<file path="src/rtl/core/dtti64_pkg.sv">
// ----------------------------------------------------------------------------
// dtti64_pkg
// Types and constants for the decimal text to signed 64-bit integer converter.
// ----------------------------------------------------------------------------
package dtti64_pkg;

   typedef struct packed {
      logic [7:0] text_byte;
      logic       end_of_text;
   } req_type;

   typedef struct packed {
      logic signed [63:0] parsed_value;
      logic               out_of_range;
   } rsp_type;

   typedef enum logic [1:0] {
      PH_SKIP    = 2'd0,
      PH_SIGNED  = 2'd1,
      PH_DIGITS  = 2'd2,
      PH_STOPPED = 2'd3
   } phase_type;

   localparam logic [7:0] CHAR_TAB   = 8'd9;
   localparam logic [7:0] CHAR_CR    = 8'd13;
   localparam logic [7:0] CHAR_SPACE = 8'd32;
   localparam logic [7:0] CHAR_PLUS  = 8'd43;
   localparam logic [7:0] CHAR_MINUS = 8'd45;
   localparam logic [7:0] CHAR_ZERO  = 8'd48;
   localparam logic [7:0] CHAR_NINE  = 8'd57;

   localparam logic [63:0] POS_LIMIT = 64'h7FFF_FFFF_FFFF_FFFF;
   localparam logic [63:0] NEG_LIMIT = 64'h8000_0000_0000_0000;

endpackage

</file>
<file path="src/rtl/core/decimal_text_to_int64.sv">
// ----------------------------------------------------------------------------
// decimal_text_to_int64
// Streaming base-10 text to signed 64-bit integer converter, one byte per
// transfer; skips leading whitespace, takes one sign, accumulates digits and
// flags overflow; one result per string on the byte marked end_of_text.
// ----------------------------------------------------------------------------
//  channel | direction | handshake          | payload
//  req     | in        | req_valid/req_stall | req_data (text_byte, end_of_text)
//  rsp     | out       | rsp_valid/rsp_stall | rsp_data (parsed_value, out_of_range)
//
//  one byte per cycle while the result is not stalled; a byte moves from the input
//  register through the multiply-by-ten, add and limit compare into the parser state
//  the result is registered once its last byte advances out of the input register
//  reset returns the parser to whitespace skipping and empties both registers
//  a stalled result holds the last byte of the next string in the input register
// ----------------------------------------------------------------------------
module decimal_text_to_int64 (
   input  logic                clock,
   input  logic                reset,
   input  logic                req_valid,
   output logic                req_stall,
   input  dtti64_pkg::req_type req_data,
   output logic                rsp_valid,
   input  logic                rsp_stall,
   output dtti64_pkg::rsp_type rsp_data
);
   import dtti64_pkg::*;

   logic      s1_valid_ff, s1_valid_in;
   req_type   s1_req_ff, s1_req_in;
   phase_type phase_ff, phase_in;
   logic      neg_ff, neg_in;
   logic [63:0] mag_ff, mag_in;
   logic      ovf_ff, ovf_in;
   logic      rsp_valid_ff, rsp_valid_in;
   logic [63:0] rsp_mag_ff, rsp_mag_in;
   logic      rsp_neg_ff, rsp_neg_in;
   logic      rsp_ovf_ff, rsp_ovf_in;

   logic        out_free, advance, is_last;
   logic [7:0]  c;
   logic        is_blank, is_digit, is_sign, take;
   logic [67:0] prod;
   logic [63:0] limit;
   logic        over;
   logic        neg_next;
   logic [63:0] mag_next;
   logic        ovf_next;

   assign out_free  = !rsp_valid_ff || !rsp_stall;
   assign is_last   = s1_req_ff.end_of_text;
   assign advance   = s1_valid_ff && (!is_last || out_free);
   assign req_stall = s1_valid_ff && !advance;

   assign c        = s1_req_ff.text_byte;
   assign is_blank = (c == CHAR_SPACE) || ((c >= CHAR_TAB) && (c <= CHAR_CR));
   assign is_digit = (c >= CHAR_ZERO) && (c <= CHAR_NINE);
   assign is_sign  = (c == CHAR_PLUS) || (c == CHAR_MINUS);
   assign limit    = neg_ff ? NEG_LIMIT : POS_LIMIT;
   assign prod     = {1'b0, mag_ff, 3'b000} + {3'b000, mag_ff, 1'b0}
                   + {64'd0, 4'(c - CHAR_ZERO)};
   assign over     = prod > {4'd0, limit};
   assign take     = is_digit && (phase_ff != PH_STOPPED);

   // next phase
   always_comb begin
      phase_in = phase_ff;
      if (advance) begin
         case (phase_ff)
            PH_SKIP: begin
               if (is_blank) begin
                  phase_in = PH_SKIP;
               end else if (is_sign) begin
                  phase_in = PH_SIGNED;
               end else if (is_digit) begin
                  phase_in = over ? PH_STOPPED : PH_DIGITS;
               end else begin
                  phase_in = PH_STOPPED;
               end
            end
            PH_SIGNED, PH_DIGITS: begin
               if (is_digit) begin
                  phase_in = over ? PH_STOPPED : PH_DIGITS;
               end else begin
                  phase_in = PH_STOPPED;
               end
            end
            default: phase_in = phase_ff;
         endcase
         if (is_last) begin
            phase_in = PH_SKIP;
         end
      end
   end

   // accumulator and result
   always_comb begin
      neg_next = (phase_ff == PH_SKIP && is_sign) ? (c == CHAR_MINUS) : neg_ff;
      mag_next = (take && !over) ? prod[63:0] : mag_ff;
      ovf_next = ovf_ff || (take && over);

      neg_in       = neg_ff;
      mag_in       = mag_ff;
      ovf_in       = ovf_ff;
      rsp_valid_in = rsp_valid_ff && rsp_stall;
      rsp_mag_in   = rsp_mag_ff;
      rsp_neg_in   = rsp_neg_ff;
      rsp_ovf_in   = rsp_ovf_ff;
      if (advance) begin
         if (is_last) begin
            neg_in       = 1'b0;
            mag_in       = '0;
            ovf_in       = 1'b0;
            rsp_valid_in = 1'b1;
            rsp_mag_in   = ovf_next ? '0 : mag_next;
            rsp_neg_in   = neg_next && !ovf_next;
            rsp_ovf_in   = ovf_next;
         end else begin
            neg_in = neg_next;
            mag_in = mag_next;
            ovf_in = ovf_next;
         end
      end
   end

   always_comb begin
      s1_valid_in = s1_valid_ff && !advance;
      s1_req_in   = s1_req_ff;
      if (!req_stall) begin
         s1_valid_in = req_valid;
         s1_req_in   = req_data;
      end
   end

   always_ff @(posedge clock) begin
      if (reset) begin
         s1_valid_ff  <= 1'b0;
         phase_ff     <= PH_SKIP;
         neg_ff       <= 1'b0;
         mag_ff       <= '0;
         ovf_ff       <= 1'b0;
         rsp_valid_ff <= 1'b0;
      end else begin
         s1_valid_ff  <= s1_valid_in;
         phase_ff     <= phase_in;
         neg_ff       <= neg_in;
         mag_ff       <= mag_in;
         ovf_ff       <= ovf_in;
         rsp_valid_ff <= rsp_valid_in;
      end
   end

   always_ff @(posedge clock) begin
      s1_req_ff  <= s1_req_in;
      rsp_mag_ff <= rsp_mag_in;
      rsp_neg_ff <= rsp_neg_in;
      rsp_ovf_ff <= rsp_ovf_in;
   end

   assign rsp_valid             = rsp_valid_ff;
   assign rsp_data.parsed_value = rsp_neg_ff ? (64'd0 - rsp_mag_ff) : rsp_mag_ff;
   assign rsp_data.out_of_range = rsp_ovf_ff;

   // string end clears the parser
   a_end_clears: assert property (@(posedge clock) disable iff (reset)
      (advance && is_last) |=> (phase_ff == PH_SKIP && mag_ff == 64'd0 && !ovf_ff && !neg_ff))
      else $error("parser state not cleared after last byte");

   a_ovf_stopped: assert property (@(posedge clock) disable iff (reset)
      ovf_ff |-> (phase_ff == PH_STOPPED))
      else $error("overflow without stopped phase");

   a_mag_bound: assert property (@(posedge clock) disable iff (reset)
      (mag_ff <= NEG_LIMIT) && (neg_ff || (mag_ff <= POS_LIMIT)))
      else $error("magnitude beyond limit");

   a_ovf_zero: assert property (@(posedge clock) disable iff (reset)
      (rsp_valid && rsp_data.out_of_range) |-> (rsp_data.parsed_value == 64'sd0))
      else $error("overflow result not zero");

   a_stall_holds: assert property (@(posedge clock) disable iff (reset)
      req_stall |-> (s1_valid_ff && is_last && rsp_valid_ff))
      else $error("input stalled without a waiting result");

endmodule
</file>
<file path="config.mk">
export PLATFORM = sky130hd
export DESIGN_NAME = decimal_text_to_int64
export DESIGN_NICKNAME = d
export VERILOG_FILES = /design/src/rtl/core/dtti64_pkg.sv /design/src/rtl/core/decimal_text_to_int64.sv
export SDC_FILE = /design/constraint.sdc
export NUM_CORES = 1
export LEC_CHECK = 0
export BUFFER_PORTS_ARGS = -buffer_cell sky130_fd_sc_hd__buf_2
export CAP_MARGIN = 20
export CORE_MARGIN = 2
export CORE_UTILIZATION = 46
export DETAILED_ROUTE_END_ITERATION = 16
export SLEW_MARGIN = 20
export SYNTH_ARGS = -nofsm -noshare
export SYNTH_HDL_FRONTEND = slang
export SYNTH_SLANG_ARGS = --single-unit
export TNS_END_PERCENT = 20
</file>
<file path="constraint.sdc">
create_clock -name clock -period 7.3 [get_ports clock]
set_input_delay 0.73 -clock clock [delete_from_list [all_inputs] [get_ports clock]]
set_output_delay 0.73 -clock clock [all_outputs]
set_load 0.03 [all_outputs]
</file>
Yosys cells after proc, flatten, opt, wreduce, memory -nomap -nowiden
Cells that the tools add are included.
- output and inout bits: 67
- memories kept: 0
- memory bits (writable): 0
- register bits after elaboration: 145
- memory bits (read-only): 0
- bits in latches: 0
- $mul: 0
- shift operators: 0
- reductions and logical operators: 26
- eq/ne operators: 6
- bitwise operators: 0
- add/subtract/negate cells: 4
- div/mod/pow operators: 0
- magnitude comparators: 5
- mux-type cells: 16
- operators with widths (kind ; count):
    64-bit two-way mux ; 4
    67-bit by 65-bit adder with 68-bit output ; 1
    68-bit by 4-bit adder with 68-bit output ; 1
    68-bit by 64-bit > comparator with 1-bit output ; 1
    1-bit by 64-bit subtractor with 64-bit output (first input constant) ; 1
    8-bit by 6-bit equality test with 1-bit output (second input constant) ; 3
    1-bit logical AND ; 10
    8-bit by 4-bit greater-or-equal comparator with 1-bit output (second input constant) ; 1
    8-bit by 6-bit greater-or-equal comparator with 1-bit output (second input constant) ; 1
    8-bit by 4-bit <= comparator with 1-bit output (second input constant) ; 1
    8-bit by 6-bit <= comparator with 1-bit output (second input constant) ; 1
    1-bit two-way mux ; 8
    1-bit zero test ; 6
    2-bit two-way mux ; 3
    1-bit logical OR ; 5
    2-bit one-hot mux with 2 select lines ; 1
    2-bit AND reduction ; 2
    4-bit by 1-bit subtractor with 4-bit output (second input constant) ; 1
    3-bit nonzero test ; 1
    2-bit by 1-bit equality test with 1-bit output (second input constant) ; 1
    2-bit equality test (second input constant) ; 1
    2-bit zero test ; 1
    2-bit != test (second input constant) ; 1
    2-bit OR reduction ; 1

Depth between registers and ports, before layout
- depth after elaboration: 9
- mapped depth: 29
- gate-level depth less buffers: 27

Worst setup path before layout
Ideal clock, no wire load.
- path kind: register -> register
- start: register s1_req_ff (netlist bit c[3])
- end: register rsp_mag_ff[51] (data pin)
- arrival: 6.053 ns
- library setup time: 0.131 ns
- cell stages (with the launch flop): 27
- slack: 1.116 ns
- period minus slack after synthesis: 6.184 ns
- cell sequence: edfxtp_1 fa_1 inv_1 fa_1 nand2b_1 a21oi_1 o21ai_0 or4b_1 and2_1 o21ai_1 a31oi_1 or2_2 a31oi_1 xor2_1 ha_1 nor2b_1 o21ai_0 nor4bb_1 o2111ai_1 nand2_1 o211ai_1 a211oi_1 o211ai_1 nor3_1 buf_2 buf_2 a22o_1
- cells in the longest elaborated chain, start to end: 6
- elaborated cells between the ends (all ways): 12
- RTL lines (item ; line ; RTL):
    start, declared ; decimal_text_to_int64.sv:30 ; req_type s1_req_ff, s1_req_in;
    start signal, assigned ; decimal_text_to_int64.sv:154 ; s1_req_ff <= s1_req_in;
    4-bit by 1-bit subtractor with 4-bit output ; decimal_text_to_int64.sv:61 ; + {64'd0, 4'(c - CHAR_ZERO)};
    68-bit by 4-bit adder with 68-bit output ; decimal_text_to_int64.sv:61 ;
    68-bit by 64-bit > comparator with 1-bit output ; decimal_text_to_int64.sv:62 ; assign over = prod > {4'd0, limit};
    1-bit zero test ; decimal_text_to_int64.sv:99 ; mag_next = (take && !over) ? prod[63:0] : mag_ff;
    1-bit logical AND ; decimal_text_to_int64.sv:99 ;
    64-bit two-way mux ; decimal_text_to_int64.sv:99 ;
    end signal, assigned ; decimal_text_to_int64.sv:155 ; rsp_mag_ff <= rsp_mag_in;
    end, declared ; decimal_text_to_int64.sv:36 ; logic [63:0] rsp_mag_ff, rsp_mag_in;
Several ways; a longest one is shown, not always the timed one.
A chain may end at the register's enable or synchronous reset.

Worst setup path after layout
- start: register s1_req_ff (netlist bit c[3])
- end: register mag_ff[31]
- cells in the longest elaborated chain, start to end: 7
- elaborated cells between the ends (all ways): 11
- RTL lines (item ; line ; RTL):
    4-bit by 1-bit subtractor with 4-bit output ; decimal_text_to_int64.sv:61 ;
    68-bit by 4-bit adder with 68-bit output ; decimal_text_to_int64.sv:61 ;
    68-bit by 64-bit > comparator with 1-bit output ; decimal_text_to_int64.sv:62 ;
    1-bit zero test ; decimal_text_to_int64.sv:99 ;
    1-bit logical AND ; decimal_text_to_int64.sv:99 ;
    64-bit two-way mux * ; decimal_text_to_int64.sv:99 ;
    64-bit two-way mux * ; decimal_text_to_int64.sv:110 ; if (is_last) begin
    end signal, assigned ; decimal_text_to_int64.sv:147 ; mag_ff <= mag_in;
    end, declared ; decimal_text_to_int64.sv:33 ; logic [63:0] mag_ff, mag_in;
Every way passes the cells marked *; elsewhere a longest branch is shown, timed or not.

==> metrics.md <==
| Metric | Value |
|---|---|
| R2r setup slk | 0.50 ns |
| Final wirelength | 36200 um |
| Vias in the first global route | 11.0k |
| Clk buf depth | 2 |
| GRT Total Usage | 25.1% |
| Ys Warns | 0 |
| Setup crit end kind | flop |
| Clk_skew | 0.0141 ns |
| Slowest Stage Delay on Critical Path | 0.59 ns |
| R2r worst-path depth | 27 |
| H-tree depth | 4 |
| Drt wl/cell | 19.5 um |
| Critical path arrival | 7.17 ns |
| Hold_buf cts | 0 |
| Synth Area per Inst | 9.07 um^2 |
| CP required | 7.67 ns |
| Pin count of the biggest net entering global routing | 68 |
| Clock latency on the worst-skew pair | 0.43 ns |
| Outcome | finished clean |
| Max Slew Vio Count | 0 |
| Number of max-cap violations | 0 |
| Worst R2R Start | c[3]$_DFFE_PN_ |
| Inserted Diodes | 0 |
| Total chip power | 1.90 mW |
| Antenna-violating nets left | 0 |
| CTS tree | yes |
| Pre-antenna DRT Iters | 7 |
| Critical path type | reg -> reg |
| Initial Utilization | 46.5% |
| Final setup violation count | 0 |
| Post-synth top area share | 18.9% |
| Pwr Density | 132 nW/um^2 |
| Min-Delay Path Class | in -> reg |
| Leading area contributor after synthesis | ha_1 |
| Wire length of the first global-routing pass | 58200 um |
| VDD IR max | 0.101 mV |
| RSZ-0062 raised after global routing | false |
| Top cells by count, synth | ha_1 (194), a22o_1 (118), a21oi_1 (114) |
| Worst Hold Depth | 1 |
| Num rows | 61 |
| Input/output buffers | 79 |
| Flops & latches, synth | 145 |
| DP HPWL | 27700 um |
| Final hold violation count | 0 |
| DRC | 0 |
| Final Cycle Share | 93.1% |
| Max_slew headroom | 31.9% |
| Most used DFF post-synth | edfxtp_1 |
| CORE AREA | 27600 um^2 |
| Sequential area share after synthesis | 28.4% |
| Fillers | 2618 |
| TritonCTS Sinks | 145 |
| Worst Hold End | c[3]$_DFFE_PN_ |
| Post-Route Setup TNS | 0 ns |
| Layout cell share with drive strength beyond 1 | 10.3% |
| Critical Path Source Type | flop |
| Buffer and inverter count on the worst path | 4 |
| Area Overhead vs Synth | 11.4% |
| Post-synth design cell area | 12900 um^2 |
| Crit path launch | c[3]$_DFFE_PN_ |
| RD Place Congestion | 0.917 |
| Slew @ Worst Pin | 1.02 ns |
| RR Endpoint | mag_ff[31]$_SDFFE_PP0P_ |
| Mapped Cells | 1418 |
| Clock Tree Root | clkbuf_16 |
| CP max-delay cell | fa_1 |
| Initial drt markers | 882 |
| Most numerous cell in the Yosys netlist | ha_1 |
| CP top delay family | simple AND/OR/NAND/NOR gates |
| Top post-synthesis cells by area | ha_1 (19%), edfxtp_1 (18%), dfxtp_1 (11%) |
| Post-synth cell types | 72 |
| Fin nets | 1678 |
| Die height | 171 um |
| Synth async-reset ratio | 0% |
| Fmax | 147 MHz |
| Worst-path fanout max | 36 |
| Die area | 29300 um^2 |
| Hold Path Origin | req_data[4] |
| Gr ovfl total | 0 |
| Vias | 11.4k |
| Lkg Pwr | 6.53 nW |
| Number of CTS-inserted buffers | 17 |
| Syn Nets | 1627 |
| Number of top-level pins | 80 |
| Post-synth EDFFs | 75 |
| Initial antenna violation count | 0 |
| Fin crit period | 6.80 ns |
| Drt via density | 6.11 |
| Die Wd | 171 um |
| Clock-pin slew of the registers on the worst-case setup and hold paths | 0.07 ns |
flip-flops by register name, indices dropped and copies added (netlist names):
signal and flops:
mag_ff 64, rsp_mag_ff 64, c 8, phase_ff 2, is_last 1, neg_ff 1, ovf_ff 1, rsp_neg_ff 1
rsp_ovf_ff 1, rsp_valid 1, s1_valid_ff 1
placed cells by master, fill, tap and decap left out, types with 11 or more instances in the layout:
cell type	netlist	final
nand4_1	33	33
a21o_1	35	35
ha_1	194	194
nor4_1	18	18
nor3_1	21	20
nand2_1	106	106
o31ai_1	16	16
dfxtp_1	70	69
clkbuf_16	0	17
nor2_1	63	62
a31oi_1	18	18
nand2b_1	11	11
edfxtp_1	75	75
xnor2_1	100	100
buf_2	11	79
or3_1	26	26
inv_1	37	37
o21a_1	11	11
nand3_1	29	29
o211ai_1	14	14
a22o_1	118	118
o21ai_0	79	78
xor2_1	23	23
a21oi_1	114	114
report_power, final:
part           leakage [nW]  switching (mW)  internal [mW]
clock                 0.283           0.371          0.515
sequential             1.35         0.00968          0.862
combinational          4.90          0.0939         0.0434
layout make-up:
| type | instances | area (um^2) | area share, % |
|---|---|---|---|
| timing repair buffer | 96 | 602 | 4.20 |
| sequential | 145 | 3650 | 25.5 |
| clock inverter | 12 | 134 | 0.934 |
| tap | 378 | 473 | 3.30 |
| inverter | 37 | 139 | 0.969 |
| clock buffer | 20 | 447 | 3.12 |
| multi-input combinational | 1172 | 8880 | 62.0 |
worst max-delay path by stage:
| stage | to | slack [ns] | depth (start not counted) |
|---|---|---|---|
| after floorplan | rsp_mag_ff[51]$_SDFFCE_PN0P_ | 1.12 | 26 |
| after global placement | mag_ff[19]$_SDFFE_PP0P_ | 0.48 | 26 |
| after detailed placement | mag_ff[16]$_SDFFE_PP0P_ | 0.35 | 26 |
| after CTS | mag_ff[40]$_SDFFE_PP0P_ | 0.29 | 26 |
| after global routing | rsp_mag_ff[29]$_SDFFCE_PN0P_ | 0.007 | 27 |
| final | mag_ff[31]$_SDFFE_PP0P_ | 0.50 | 27 |
cell families (layout without fill, tap and decap cells):
group	count (synthesis)	after routing	synth area share, %
flip-flops	145	145	28.4
multiplexers	2	2	0.165
buffers and inverters	102	165	3.14
AO/OA/AOI/OAI	480	481	25.9
XOR/XNOR	123	123	8.38
adder cells (fa/ha/maj)	196	196	19.2
AND/OR/NAND/NOR	370	370	14.8
metal layers:
layer / vias up / GRT usage (%) / part of all wire, %
met2: 331 / 38.7 / 43
met3: 37 / 4.37 / 6.5
met1: 5423 / 36.2 / 49
met5: - / 0 / 0
met4: 0 / 6.34 / 1.6
li1: 5579 / - / -
through the flow:
step                      hold WS (ns)  setup WS [ns]  util [%]  cells  cell area [um^2]
after floorplan                  0.449           1.12         -   1418             12900
after global placement           0.468          0.475      49.5   1826             13700
after detailed placement         0.479          0.354      49.5   1826             13700
after CTS                        0.458          0.286      51.6   1858             14300
after global routing             0.456        0.00735      51.9   1860             14300
final                            0.467          0.501      51.9   1860             14300
repair_timing:
item | 4_1_cts | 5_1_grt
setup endpoints to repair | 0 | 130
buffers inserted | 0 | 1
resized for setup | 0 | 6
(Power assumes the default switching activity.)
